[src/rtl/bmg_pkg.sv]
`timescale 1ns / 1ps
`default_nettype none
// ----------------------------------------------------------------------------
// bmg_pkg - shared types and constants of the maze generator
// grid geometry, cell word layout, directions and sequencer states
// ----------------------------------------------------------------------------
package bmg_pkg;

   localparam int GRID_SIDE  = 6;
   localparam int CELL_COUNT = GRID_SIDE * GRID_SIDE;
   localparam int ADDR_W     = $clog2(CELL_COUNT);
   localparam int LEVEL_W    = $clog2(CELL_COUNT + 1);
   localparam int SIDE_W     = $clog2(GRID_SIDE);

   // fixed field widths of the stream items
   localparam int INDEX_W = 6;
   localparam int WALLS_W = 4;
   localparam int RAND_W  = 32;

   // cell word: four wall bits and a visited flag
   localparam int CELL_W            = 5;
   localparam int VISITED_BIT       = 4;
   localparam logic [CELL_W-1:0] WALLS_ALL = 5'h0F;
   localparam logic [CELL_W-1:0] VISITED   = 5'h10;
   localparam logic [CELL_W-1:0] WALL_UP    = 5'h01;
   localparam logic [CELL_W-1:0] WALL_RIGHT = 5'h02;
   localparam logic [CELL_W-1:0] WALL_DOWN  = 5'h04;
   localparam logic [CELL_W-1:0] WALL_LEFT  = 5'h08;

   typedef enum logic [1:0] {
      DIR_UP    = 2'd0,
      DIR_RIGHT = 2'd1,
      DIR_DOWN  = 2'd2,
      DIR_LEFT  = 2'd3
   } dir_type;

   typedef enum logic [2:0] {
      ST_IDLE,
      ST_CLEAR,
      ST_TOP_RD,
      ST_TOP_LD,
      ST_SCAN,
      ST_CARVE,
      ST_DUMP_RD,
      ST_DUMP_LD
   } state_type;

   // random word reduced to what the pick needs
   typedef struct packed {
      logic [1:0] low2;
      logic [1:0] mod3;
   } rnd_sel_type;

   typedef struct packed {
      logic    found;
      dir_type dir;
   } pick_type;

   // wall of a cell facing the given direction
   function automatic logic [CELL_W-1:0] wall_of(input dir_type d);
      logic [CELL_W-1:0] w;
      unique case (d)
         DIR_UP:    w = WALL_UP;
         DIR_RIGHT: w = WALL_RIGHT;
         DIR_DOWN:  w = WALL_DOWN;
         DIR_LEFT:  w = WALL_LEFT;
         default:   w = WALL_UP;
      endcase
      return w;
   endfunction

   function automatic logic [CELL_W-1:0] wall_facing(input dir_type d);
      logic [CELL_W-1:0] w;
      unique case (d)
         DIR_UP:    w = WALL_DOWN;
         DIR_RIGHT: w = WALL_LEFT;
         DIR_DOWN:  w = WALL_UP;
         DIR_LEFT:  w = WALL_RIGHT;
         default:   w = WALL_DOWN;
      endcase
      return w;
   endfunction

   // 32-bit value mod 3 by folding: 2^16, 2^8, 2^4 and 2^2 are all 1 mod 3
   function automatic logic [1:0] mod3_of(input logic [RAND_W-1:0] v);
      logic [16:0] s1;
      logic [9:0]  s2;
      logic [6:0]  s3;
      logic [5:0]  s4;
      logic [3:0]  s5;
      logic [2:0]  s6;
      s1 = {1'b0, v[31:16]} + {1'b0, v[15:0]};
      s2 = {1'b0, s1[16:8]} + {2'b00, s1[7:0]};
      s3 = {1'b0, s2[9:4]} + {3'b000, s2[3:0]};
      s4 = {1'b0, s3[6:2]} + {4'b0000, s3[1:0]};
      s5 = s4[5:2] + {2'b00, s4[1:0]};
      s6 = {1'b0, s5[3:2]} + {1'b0, s5[1:0]};
      if (s6 >= 3'd3) begin
         s6 = s6 - 3'd3;
      end
      return s6[1:0];
   endfunction

   // row of a cell number, small compare table
   function automatic logic [SIDE_W-1:0] cell_row(input logic [ADDR_W-1:0] idx);
      logic [SIDE_W-1:0] r;
      r = '0;
      for (int k = 1; k < GRID_SIDE; k++) begin
         if (idx >= ADDR_W'(k * GRID_SIDE)) begin
            r = SIDE_W'(k);
         end
      end
      return r;
   endfunction

   function automatic logic [SIDE_W-1:0] cell_col(input logic [ADDR_W-1:0] idx);
      logic [SIDE_W-1:0] c;
      c = SIDE_W'(idx);
      for (int k = 1; k < GRID_SIDE; k++) begin
         if (idx >= ADDR_W'(k * GRID_SIDE)) begin
            c = SIDE_W'(idx - ADDR_W'(k * GRID_SIDE));
         end
      end
      return c;
   endfunction

endpackage
`default_nettype wire

[src/rtl/backtracking_maze_generator.sv]
`timescale 1ns / 1ps
`default_nettype none
// ----------------------------------------------------------------------------
// backtracking_maze_generator - depth-first maze builder
// cell words and the path stack sit in two single-port synchronous memories
// ----------------------------------------------------------------------------
// start item: accepted in ST_IDLE, then ST_CLEAR writes every cell word
// carving item: TOP_RD, TOP_LD, SCAN and CARVE, with TOP_RD to SCAN again for
//   each dead-end cell popped; one cell-memory read port, one neighbour a cycle
// dump: DUMP_RD reads each cell, DUMP_LD sends it, slower under back-pressure
// reset clears the sequencer, the output valid, the stack level and the
//   generating flag only; the memories are written by the start sweep first
module backtracking_maze_generator (
   input  wire logic        clock,
   input  wire logic        reset,
   input  wire logic        req_tvalid,
   output logic             req_tready,
   input  wire logic [31:0] req_tdata,   // [31:0] random_word
   input  wire logic        req_tuser,   // [0] start_req
   output logic             rsp_tvalid,
   input  wire logic        rsp_tready,
   output logic [15:0]      rsp_tdata,   // [5:0] cell_index, [9:6] cell_walls
   output logic             rsp_tlast    // last
);

   localparam int AW = bmg_pkg::ADDR_W;
   localparam int LW = bmg_pkg::LEVEL_W;
   localparam int SW = bmg_pkg::SIDE_W;
   localparam int CW = bmg_pkg::CELL_W;

   // memories
   logic [CW-1:0] cell_mem [bmg_pkg::CELL_COUNT];
   logic [AW-1:0] stack_mem [bmg_pkg::CELL_COUNT];

   logic          cell_we, cell_re, stack_we, stack_re;
   logic [AW-1:0] cell_waddr, cell_raddr, stack_waddr, stack_raddr;
   logic [CW-1:0] cell_wdata;
   logic [AW-1:0] stack_wdata;
   logic [CW-1:0] cell_rd_ff;
   logic [AW-1:0] stack_rd_ff;

   always_ff @(posedge clock) begin
      if (cell_we) begin
         cell_mem[cell_waddr] <= cell_wdata;
      end
      if (cell_re) begin
         cell_rd_ff <= cell_mem[cell_raddr];
      end
   end

   always_ff @(posedge clock) begin
      if (stack_we) begin
         stack_mem[stack_waddr] <= stack_wdata;
      end
      if (stack_re) begin
         stack_rd_ff <= stack_mem[stack_raddr];
      end
   end

   // sequencer registers
   bmg_pkg::state_type   state_ff, state_in;
   logic [AW-1:0]        count_ff, count_in;
   logic [2:0]           phase_ff, phase_in;
   logic [LW-1:0]        level_ff, level_in;
   logic                 gen_ff, gen_in;
   logic [AW-1:0]        top_ff, top_in;
   logic [SW-1:0]        row_ff, row_in;
   logic [SW-1:0]        col_ff, col_in;
   logic [3:0]           mask_ff, mask_in;
   logic                 prev_ok_ff, prev_ok_in;
   bmg_pkg::dir_type     dir_ff, dir_in;
   bmg_pkg::rnd_sel_type rnd_ff, rnd_in;

   logic                       rsp_valid_ff, rsp_valid_in;
   logic [bmg_pkg::INDEX_W-1:0] rsp_index_ff, rsp_index_in;
   logic [bmg_pkg::WALLS_W-1:0] rsp_walls_ff, rsp_walls_in;
   logic                       rsp_last_ff, rsp_last_in;

   bmg_pkg::pick_type pick;

   bmg_chooser u_chooser (
      .free_mask (mask_ff),
      .rnd_sel   (rnd_ff),
      .pick      (pick)
   );

   logic             req_accept;
   logic             out_free;
   bmg_pkg::dir_type scan_dir;
   logic             nb_ok;
   logic [AW-1:0]    nb_addr;
   logic [AW-1:0]    next_addr;

   assign req_tready = (state_ff == bmg_pkg::ST_IDLE);
   assign req_accept = req_tvalid && req_tready;
   assign out_free   = !rsp_valid_ff || rsp_tready;
   assign scan_dir   = bmg_pkg::dir_type'(phase_ff[1:0]);

   // neighbour under test in the scan
   always_comb begin
      unique case (scan_dir)
         bmg_pkg::DIR_UP: begin
            nb_ok   = (row_ff != '0);
            nb_addr = top_ff - AW'(bmg_pkg::GRID_SIDE);
         end
         bmg_pkg::DIR_RIGHT: begin
            nb_ok   = (col_ff != SW'(bmg_pkg::GRID_SIDE - 1));
            nb_addr = top_ff + AW'(1);
         end
         bmg_pkg::DIR_DOWN: begin
            nb_ok   = (row_ff != SW'(bmg_pkg::GRID_SIDE - 1));
            nb_addr = top_ff + AW'(bmg_pkg::GRID_SIDE);
         end
         bmg_pkg::DIR_LEFT: begin
            nb_ok   = (col_ff != '0);
            nb_addr = top_ff - AW'(1);
         end
         default: begin
            nb_ok   = 1'b0;
            nb_addr = top_ff;
         end
      endcase
   end

   always_comb begin
      unique case (dir_ff)
         bmg_pkg::DIR_UP:    next_addr = top_ff - AW'(bmg_pkg::GRID_SIDE);
         bmg_pkg::DIR_RIGHT: next_addr = top_ff + AW'(1);
         bmg_pkg::DIR_DOWN:  next_addr = top_ff + AW'(bmg_pkg::GRID_SIDE);
         bmg_pkg::DIR_LEFT:  next_addr = top_ff - AW'(1);
         default:            next_addr = top_ff;
      endcase
   end

   always_comb begin
      state_in   = state_ff;
      count_in   = count_ff;
      phase_in   = phase_ff;
      level_in   = level_ff;
      gen_in     = gen_ff;
      top_in     = top_ff;
      row_in     = row_ff;
      col_in     = col_ff;
      mask_in    = mask_ff;
      prev_ok_in = prev_ok_ff;
      dir_in     = dir_ff;
      rnd_in     = rnd_ff;

      rsp_valid_in = rsp_valid_ff && !rsp_tready;
      rsp_index_in = rsp_index_ff;
      rsp_walls_in = rsp_walls_ff;
      rsp_last_in  = rsp_last_ff;

      cell_we     = 1'b0;
      cell_waddr  = count_ff;
      cell_wdata  = bmg_pkg::WALLS_ALL;
      cell_re     = 1'b0;
      cell_raddr  = count_ff;
      stack_we    = 1'b0;
      stack_waddr = AW'(level_ff);
      stack_wdata = '0;
      stack_re    = 1'b0;
      stack_raddr = AW'(level_ff - LW'(1));

      unique case (state_ff)
         bmg_pkg::ST_IDLE: begin
            if (req_accept) begin
               rnd_in.low2 = req_tdata[1:0];
               rnd_in.mod3 = bmg_pkg::mod3_of(req_tdata);
               if (req_tuser) begin
                  // the start cell goes on the stack now, the sweep follows
                  stack_we    = 1'b1;
                  stack_waddr = '0;
                  stack_wdata = '0;
                  level_in    = LW'(1);
                  gen_in      = 1'b1;
                  count_in    = '0;
                  state_in    = bmg_pkg::ST_CLEAR;
               end else if (gen_ff) begin
                  state_in = bmg_pkg::ST_TOP_RD;
               end
            end
         end

         bmg_pkg::ST_CLEAR: begin
            cell_we    = 1'b1;
            cell_waddr = count_ff;
            cell_wdata = (count_ff == '0) ? (bmg_pkg::WALLS_ALL | bmg_pkg::VISITED)
                                          : bmg_pkg::WALLS_ALL;
            count_in   = count_ff + AW'(1);
            if (count_ff == AW'(bmg_pkg::CELL_COUNT - 1)) begin
               state_in = bmg_pkg::ST_IDLE;
            end
         end

         bmg_pkg::ST_TOP_RD: begin
            stack_re    = 1'b1;
            stack_raddr = AW'(level_ff - LW'(1));
            state_in    = bmg_pkg::ST_TOP_LD;
         end

         bmg_pkg::ST_TOP_LD: begin
            top_in   = stack_rd_ff;
            row_in   = bmg_pkg::cell_row(stack_rd_ff);
            col_in   = bmg_pkg::cell_col(stack_rd_ff);
            phase_in = 3'd0;
            mask_in  = 4'd0;
            state_in = bmg_pkg::ST_SCAN;
         end

         bmg_pkg::ST_SCAN: begin
            // read neighbours one a cycle, then the top cell itself
            if (phase_ff <= 3'd3) begin
               cell_re    = nb_ok;
               cell_raddr = nb_addr;
               prev_ok_in = nb_ok;
            end else if (phase_ff == 3'd4) begin
               cell_re    = 1'b1;
               cell_raddr = top_ff;
            end
            if (phase_ff >= 3'd1 && phase_ff <= 3'd4) begin
               mask_in[2'(phase_ff - 3'd1)] = prev_ok_ff && !cell_rd_ff[bmg_pkg::VISITED_BIT];
            end
            phase_in = phase_ff + 3'd1;
            if (phase_ff == 3'd5) begin
               if (pick.found) begin
                  cell_we    = 1'b1;
                  cell_waddr = top_ff;
                  cell_wdata = cell_rd_ff & ~bmg_pkg::wall_of(pick.dir);
                  dir_in     = pick.dir;
                  state_in   = bmg_pkg::ST_CARVE;
               end else begin
                  // dead end: pop
                  level_in = level_ff - LW'(1);
                  if (level_ff == LW'(1)) begin
                     gen_in   = 1'b0;
                     count_in = '0;
                     state_in = bmg_pkg::ST_DUMP_RD;
                  end else begin
                     state_in = bmg_pkg::ST_TOP_RD;
                  end
               end
            end
         end

         bmg_pkg::ST_CARVE: begin
            cell_we    = 1'b1;
            cell_waddr = next_addr;
            cell_wdata = (bmg_pkg::WALLS_ALL | bmg_pkg::VISITED) &
                         ~bmg_pkg::wall_facing(dir_ff);
            if (level_ff < LW'(bmg_pkg::CELL_COUNT)) begin
               stack_we    = 1'b1;
               stack_waddr = AW'(level_ff);
               stack_wdata = next_addr;
               level_in    = level_ff + LW'(1);
            end
            state_in = bmg_pkg::ST_IDLE;
         end

         bmg_pkg::ST_DUMP_RD: begin
            cell_re    = 1'b1;
            cell_raddr = count_ff;
            state_in   = bmg_pkg::ST_DUMP_LD;
         end

         bmg_pkg::ST_DUMP_LD: begin
            if (out_free) begin
               rsp_valid_in = 1'b1;
               rsp_index_in = bmg_pkg::INDEX_W'(count_ff);
               rsp_walls_in = cell_rd_ff[bmg_pkg::WALLS_W-1:0];
               rsp_last_in  = (count_ff == AW'(bmg_pkg::CELL_COUNT - 1));
               count_in     = count_ff + AW'(1);
               if (count_ff == AW'(bmg_pkg::CELL_COUNT - 1)) begin
                  state_in = bmg_pkg::ST_IDLE;
               end else begin
                  state_in = bmg_pkg::ST_DUMP_RD;
               end
            end
         end

         default: begin
            state_in = bmg_pkg::ST_IDLE;
         end
      endcase
   end

   always_ff @(posedge clock) begin
      if (reset) begin
         state_ff     <= bmg_pkg::ST_IDLE;
         level_ff     <= '0;
         gen_ff       <= 1'b0;
         rsp_valid_ff <= 1'b0;
      end else begin
         state_ff     <= state_in;
         level_ff     <= level_in;
         gen_ff       <= gen_in;
         rsp_valid_ff <= rsp_valid_in;
      end
   end

   always_ff @(posedge clock) begin
      count_ff     <= count_in;
      phase_ff     <= phase_in;
      top_ff       <= top_in;
      row_ff       <= row_in;
      col_ff       <= col_in;
      mask_ff      <= mask_in;
      prev_ok_ff   <= prev_ok_in;
      dir_ff       <= dir_in;
      rnd_ff       <= rnd_in;
      rsp_index_ff <= rsp_index_in;
      rsp_walls_ff <= rsp_walls_in;
      rsp_last_ff  <= rsp_last_in;
   end

   assign rsp_tvalid = rsp_valid_ff;
   assign rsp_tdata  = {6'b000000, rsp_walls_ff, rsp_index_ff};
   assign rsp_tlast  = rsp_last_ff;

endmodule
`default_nettype wire

[src/rtl/bmg_chooser.sv]
`timescale 1ns / 1ps
`default_nettype none
// ----------------------------------------------------------------------------
// bmg_chooser - direction pick
// takes the free-neighbour mask and picks entry number (random mod count)
// ----------------------------------------------------------------------------
module bmg_chooser (
   input  wire logic [3:0]           free_mask,
   input  wire bmg_pkg::rnd_sel_type rnd_sel,
   output bmg_pkg::pick_type         pick
);

   logic [2:0] cnt;
   logic [1:0] sel;

   assign cnt = 3'($countones(free_mask));

   always_comb begin
      unique case (cnt)
         3'd2:    sel = {1'b0, rnd_sel.low2[0]};
         3'd3:    sel = rnd_sel.mod3;
         3'd4:    sel = rnd_sel.low2;
         default: sel = 2'd0;
      endcase
   end

   always_comb begin
      logic [2:0] seen;
      seen       = 3'd0;
      pick.found = 1'b0;
      pick.dir   = bmg_pkg::DIR_UP;
      for (int i = 0; i < 4; i++) begin
         if (free_mask[i]) begin
            if (seen == {1'b0, sel} && !pick.found) begin
               pick.found = 1'b1;
               pick.dir   = bmg_pkg::dir_type'(2'(i));
            end
            seen = seen + 3'd1;
         end
      end
   end

endmodule
`default_nettype wire

[config.mk]
export PLATFORM = sky130hd
export DESIGN_NAME = backtracking_maze_generator
export DESIGN_NICKNAME = d
export VERILOG_FILES = /design/src/rtl/bmg_pkg.sv /design/src/rtl/backtracking_maze_generator.sv /design/src/rtl/bmg_chooser.sv
export SDC_FILE = /design/constraint.sdc
export NUM_CORES = 1
export LEC_CHECK = 0
export ABC_AREA = 1
export BUFFER_PORTS_ARGS = -buffer_cell sky130_fd_sc_hd__buf_2
export CORE_ASPECT_RATIO = 0.75
export CORE_MARGIN = 1
export CORE_UTILIZATION = 38
export DETAILED_ROUTE_END_ITERATION = 16
export HOLD_SLACK_MARGIN = 0.02
export PLACE_DENSITY = 0.53
export REMOVE_ABC_BUFFERS = 1
export SKIP_CTS_REPAIR_TIMING = 1
export SYNTH_ARGS = -nofsm -noshare
export SYNTH_HDL_FRONTEND = slang
export SYNTH_SLANG_ARGS = --single-unit
export TNS_END_PERCENT = 5
[constraint.sdc]
create_clock -name clock -period 8.3 [get_ports clock]
set_input_delay 1.245 -clock clock [delete_from_list [all_inputs] [get_ports clock]]
set_output_delay 1.245 -clock clock [all_outputs]
set_load 0.01 [all_outputs]
==> flow_metrics.py, run 1 <==
metrics = {
    "status": {
        "run_status": "complete, no violations",
    },
    "synth": {
        "yosys_most_used_dff": "edfxtp_1",
        "ys_seq_area_frac": 0.608,
        "yosys.area.top_type": "edfxtp_1",
        "synth.top_cell.area_share": 0.598,
        "netlist_top_cells_count": "edfxtp_1 (449), nand2_1 (336), nor2_1 (292)",
        "synth.distinct_cells": 60,
        "synth_area_leaders": "edfxtp_1 (60%), nand2_1 (5.6%), nor2_1 (4.9%)",
        "yosys_warnings": 0,
        "netlist_area_mm2": 0.0226,
        "synth-seq-cells": 460,
        "avgSynthCellArea_um2": 10.4,
        "async_reset_ff_frac": 0,
        "yosysMostFrequentCell": "edfxtp_1",
        "synth_edf_count": 449,
        "synthCells": 2169,
    },
    "pwr": {
        "switching_share": 0.406,
        "leakagePower_nw": 9.92,
        "comb_power_share": 0.474,
        "ir_worst_vdd_mv": 1.01,
        "power.switching_mw": 3.94,
        "seqPwrFrac": 0.310,
        "clockPowerShare": 0.216,
        "p_int_mw": 5.77,
        "pwr_density_cell_mw_per_mm2": 388,
    },
    "final_layout": {
        "layout.area.seq_mm2": 0.0137,
        "final_area_mm2": 0.0251,
        "fill_cells": 5543,
        "nNetsFinal": 2303,
        "antenna_cells": 0,
        "multiInputGateArea_mm2": 0.00751,
        "drive_gt1_frac": 0.0864,
        "syn_to_final_growth_pct": 11.1,
    },
    "global_route": {
        "grt_pass1_vias": 14800,
        "met2_usage": 0.271,
        "grt_use_met1": 0.292,
        "grt_max_degree": 87,
        "grtUsageTotal": 0.188,
        "grt-ovfl-total": 0,
        "antenna_found_initial": 0,
        "grt.busiest_layer": "met1",
        "met3_usage": 0.0313,
        "grt_first_pass_wirelength_mm": 87.7,
    },
    "clocking": {
        "cts.sink_count": 460,
        "cts_tree": "built",
        "numCtsBuffers": 48,
        "cts.clk_slew.worst_paths_ps": 60,
        "cts_buffer_depth": 3,
        "cts_root_buf": "clkbuf_16",
        "clock_latency_ps": 590,
        "cts_max_level": 2,
    },
    "setup_path": {
        "crit_path_end_kind": "flip-flop",
        "arrival_ps": 7770,
        "r2r-start": "level_ff[0]",
        "worst_path_largest_cell_delay_ps": 480,
        "r2r_end": "stack_rd_ff[1]",
        "crit_type": "input port to flip-flop",
        "start_kind": "input port",
        "crit_slowest_cell": "fa_1",
        "r2r.worst_path.cells": 9,
        "crit_path_frequent_cell": "ha_1",
        "cp_max_fo": 5,
        "r2r_slack_ps": 3380,
        "crit_required_ps": 8630,
    },
    "sta": {
        "fin_ws_ps": 863,
        "rsz0062_at_grt": "false",
        "timing.fmax_mhz": 134,
        "skew_ps": 16.9,
        "period_needed_ps": 7440,
        "slew_viol_final": 0,
        "setup_viol": 0,
        "tns_ps": 0,
        "tightest_slew_ps": 979,
        "slew_headroom": 0.345,
        "period_share": 0.896,
        "hold_viol_final": 0,
    },
    "die": {
        "rows": 76,
        "top_level_ports": 56,
        "start_util": 0.389,
        "die_h_um": 213,
        "die_w_um": 283,
        "dieArea_mm2": 0.0603,
        "core_area_mm2": 0.0580,
    },
    "detailed_routing": {
        "vias": 15700,
        "wl_per_cell_um": 18.8,
        "drc": 0,
        "postRouteWirelength_mm": 56.7,
        "ant_nets": 0,
        "dr.pass1.iters": 6,
        "routed_via_density": 5.21,
        "drt_iter0_markers": 1191,
    },
    "placed_design": {
        "placed_area_mm2": 0.0236,
        "dp.final_hpwl_mm": 37.0,
        "place_ws_ps": 311,
        "gp_congestion": 0.856,
        "io_buffers": 49,
    },
    "min_path": {
        "min_to": "gen_ff",
        "holdCritPathClass": "flip-flop to flip-flop",
        "hold_start": "gen_ff",
        "holdPathStages": 2,
    },
    "job": {
        "maxCapViolations": 0,
    },
}
## cell families (layout without fill, tap and decap cells)
logic type               after synthesis  in the layout  synth area share
buffers and inverters                353            412            0.0631
flip-flops                           460            460             0.608
multiplexers                          18             18           0.00805
adder cells (fa/ha/maj)               67             67            0.0395
AO/OA/AOI/OAI                        347            347            0.0973
AND/OR/NAND/NOR                      880            880             0.167
other                                  1              6          0.000166
XOR/XNOR                              43             43            0.0170
## per-stage QoR
stage / util / total power, mW / cells / hold slack [ps]
detailed placement: 0.406 / 7.67 / 2929 / 467
CTS: 0.432 / 9.78 / 3013 / 477
global placement: 0.406 / 7.45 / 2929 / 459
global route: 0.432 / 10.4 / 3013 / 508
floorplan: - / 6.40 / 2082 / 420
finish: 0.432 / 9.72 / 3013 / 480
## cell type report
class | instances | share of cell area
clock inverter | 29 | 0.0108
sequential | 460 | 0.547
inverter | 261 | 0.0393
clock buffer | 55 | 0.0490
multi-input combinational | 1361 | 0.300
tap | 780 | 0.0389
timing repair buffer | 67 | 0.0152
## state kept, by name, indices dropped and copies added, names as in the netlist, 5 cells and up
signal,flops
stack_mem,216
cell_mem,180
count_ff,6
top_ff,6
level_ff,6
rsp_index_ff,6
stack_rd_ff,6
cell_rd_ff,5
## layer usage
layer / up-vias / wire length (um)
met5: - / 0
met4: 0 / 872
met3: 61 / 3430
met2: 439 / 23400
met1: 7601 / 29000
li1: 7606 / -
## cell usage in the layout, fill, tap and decap left out, types with 11 or more instances in the layout
master and instances:
a21oi_1 54, buf_2 49, buf_4 18, clkbuf_16 48
clkinv_1 15, edfxtp_1 449, ha_1 59, inv_1 247
inv_2 11, mux2i_1 17, nand2_1 336, nand3_1 184
nand3_2 11, nand4_1 15, nor2_1 287, nor2_2 11
nor3_1 16, o211ai_1 43, o21ai_0 125, o21ai_1 21
o221ai_1 20, o32ai_1 38, xnor2_1 14, xor2_1 28
## worst max-delay path: cells and delay by family
kind                       cells  cell delay, ps
buffers and inverters          5             320
xor gates and xnor gates       4             660
AOI/OAI and AO/OA              8            1640
adders and majority gates     11            3300
and+or+nand+nor                4             350
muxes                          1             280
## worst max-delay path by stage
stage | to | slack (ps) | start
after global routing | rnd_ff[1] | 400 | req_tdata[2]
after global placement | rnd_ff[1] | 440 | req_tdata[2]
after detailed placement | rnd_ff[1] | 310 | req_tdata[0]
final | rnd_ff[1] | 860 | req_tdata[2]
after floorplan | rnd_ff[1] | 900 | req_tdata[2]
after CTS | rnd_ff[1] | 920 | req_tdata[2]
## power groups by stage
stage	logic (mW)	registers (mW)	clock network (mW)
after global routing	5.17	3.02	2.23
after CTS	4.62	3.01	2.15
after global placement	4.39	3.06	0
final	4.60	3.01	2.10
after floorplan	3.38	3.01	0
after detailed placement	4.61	3.06	0
Power figures use the tool's default switching activity.
==> run 2, diff against run 1 <==
--- a/config.mk
+++ b/config.mk
@@ -12,7 +12,7 @@
 export CORE_UTILIZATION = 38
 export DETAILED_ROUTE_END_ITERATION = 16
 export HOLD_SLACK_MARGIN = 0.02
-export PLACE_DENSITY = 0.53
+export PLACE_DENSITY = 0.62
 export REMOVE_ABC_BUFFERS = 1
 export SKIP_CTS_REPAIR_TIMING = 1
 export SYNTH_ARGS = -nofsm -noshare
==> constraint.sdc (replaced) <==
create_clock -name clock -period 6.6 [get_ports clock]
set_input_delay 0.99 -clock clock [delete_from_list [all_inputs] [get_ports clock]]
set_output_delay 0.99 -clock clock [all_outputs]
set_load 0.01 [all_outputs]
==> flow_metrics.py, run 2 (synthesis gave the netlist of run 1 again) <==
metrics = {
    "setup_path": {
        "crit_path_end_kind": "flip-flop",
        "r2r.worst_path.cells": 18,
        "r2r-start": "mask_ff[2]",
        "cp_max_fo": 4,
        "crit_required_ps": 6950,
        "worst_path_largest_cell_delay_ps": 490,
        "arrival_ps": 7050,
        "start_kind": "input port",
        "r2r_slack_ps": 2370,
        "crit_type": "input port to flip-flop",
        "r2r_end": "cell_mem[14][4]",
        "crit_slowest_cell": "fa_1",
    },
    "sta": {
        "setup_viol": 1,
        "hold_viol_final": 0,
        "fin_ws_ps": -98.1,
        "timing.fmax_mhz": 149,
        "rsz0062_at_grt": "true",
        "tns_ps": -98.1,
        "holdWs_ps": 467,
        "skew_ps": 38.7,
        "slew_headroom": 0.239,
        "period_share": 1.01,
        "period_needed_ps": 6700,
        "slew_viol_final": 0,
        "tightest_slew_ps": 1140,
    },
    "clocking": {
        "clock_latency_ps": 590,
        "numCtsBuffers": 47,
        "cts_root_buf": "clkbuf_16",
        "cts_tree": "built",
        "cts_buffer_depth": 3,
        "cts.clk_slew.worst_paths_ps": 60,
        "cts_max_level": 2,
        "cts.sink_count": 460,
    },
    "pwr": {
        "ir_worst_vdd_mv": 1.32,
        "power_mw": 13.0,
        "pwr_density_cell_mw_per_mm2": 504,
        "leakagePower_nw": 10.2,
    },
    "placed_design": {
        "gp_congestion": 0.917,
        "io_buffers": 49,
        "placed_area_mm2": 0.0239,
        "dp.final_hpwl_mm": 36.3,
    },
    "final_layout": {
        "largest_register_ffs": 216,
        "reg_top3": "stack_mem x216, cell_mem x180",
        "multiInputGateArea_mm2": 0.00765,
        "drive_gt1_frac": 0.124,
        "final_area_mm2": 0.0257,
        "final_cell_mix": "edfxtp_1 (449), nand2_1 (332), nor2_1 (288)",
        "syn_to_final_growth_pct": 13.9,
        "nNetsFinal": 2357,
        "final_common_cell": "edfxtp_1",
        "antenna_cells": 0,
        "fill_cells": 5435,
        "regMostFlops": "stack_mem",
        "layout.area.seq_mm2": 0.0137,
    },
    "global_route": {
        "antenna_found_initial": 0,
        "grt_pass1_vias": 15100,
        "grt_max_degree": 98,
        "grtUsageTotal": 0.180,
        "grt-ovfl-total": 0,
        "grt_first_pass_wirelength_mm": 85.2,
    },
    "min_path": {
        "min_to": "rsp_walls_ff[1]",
        "hold_start": "cell_rd_ff[1]",
        "holdCritPathClass": "flip-flop to flip-flop",
        "holdPathStages": 0,
    },
    "die": {
        "die_h_um": 213,
        "core_area_mm2": 0.0580,
        "start_util": 0.389,
        "top_level_ports": 56,
        "die_w_um": 283,
        "rows": 76,
        "dieArea_mm2": 0.0603,
    },
    "detailed_routing": {
        "dr.pass1.iters": 5,
        "routed_via_density": 5.27,
        "drt_iter0_markers": 1624,
        "wl_per_cell_um": 17.9,
        "ant_nets": 0,
        "postRouteWirelength_mm": 54.9,
        "drc": 0,
        "vias": 16200,
    },
    "job": {
        "maxCapViolations": 0,
    },
    "status": {
        "violations": "negative setup slack",
        "run_status": "finished, violations left",
    },
}
## run 2: critical path, delay by kind of cell
kind,cells,cell delay [ps]
adders and majority gates,10,2990
and+or+nand+nor,5,380
AOI/OAI and AO/OA,7,1140
muxes,1,280
xor gates and xnor gates,4,580
buffers and inverters,7,650
## run 2: power by group
group	switching, mW	internal (mW)	total, mW
clock	1.12	1.58	2.70
combinational	3.74	2.75	6.50
sequential	0.173	3.58	3.76
## run 2: per-layer routing
| metal | wire length [um] | track usage | up-vias |
|---|---|---|---|
| met5 | 0 | 0.00242 | - |
| met4 | 1140 | 0.0488 | 0 |
| met3 | 4020 | 0.0297 | 88 |
| met2 | 23600 | 0.269 | 569 |
| met1 | 26100 | 0.270 | 7796 |
| li1 | - | - | 7719 |
## run 2: how the worst max path moves through the flow
stage                      start        end  slack, ps  cells past startpoint
finish              req_tdata[2]  rnd_ff[1]       -100                     34
global route        req_tdata[0]  rnd_ff[1]       -420                     34
CTS                 req_tdata[2]  rnd_ff[1]       -460                     33
detailed placement  req_tdata[2]  rnd_ff[1]      -1090                     33
global placement    req_tdata[2]  rnd_ff[1]       -760                     33
floorplan           req_tdata[2]  rnd_ff[1]       -540                     32
## run 2: area by class of cell
type / count / share of cell area
multi-input combinational: 1361 / 0.298
clock inverter: 23 / 0.0120
tap: 780 / 0.0380
inverter: 261 / 0.0383
sequential: 460 / 0.534
clock buffer: 60 / 0.0485
timing repair buffer: 122 / 0.0315
## run 2: metrics by stage
step / worst slack, ps / instances / util
global route: -419 / 3067 / 0.443
detailed placement: -1090 / 2979 / 0.413
floorplan: -542 / 2082 / -
finish: -98.1 / 3067 / 0.443
global placement: -759 / 2979 / 0.413
CTS: -464 / 3062 / 0.439
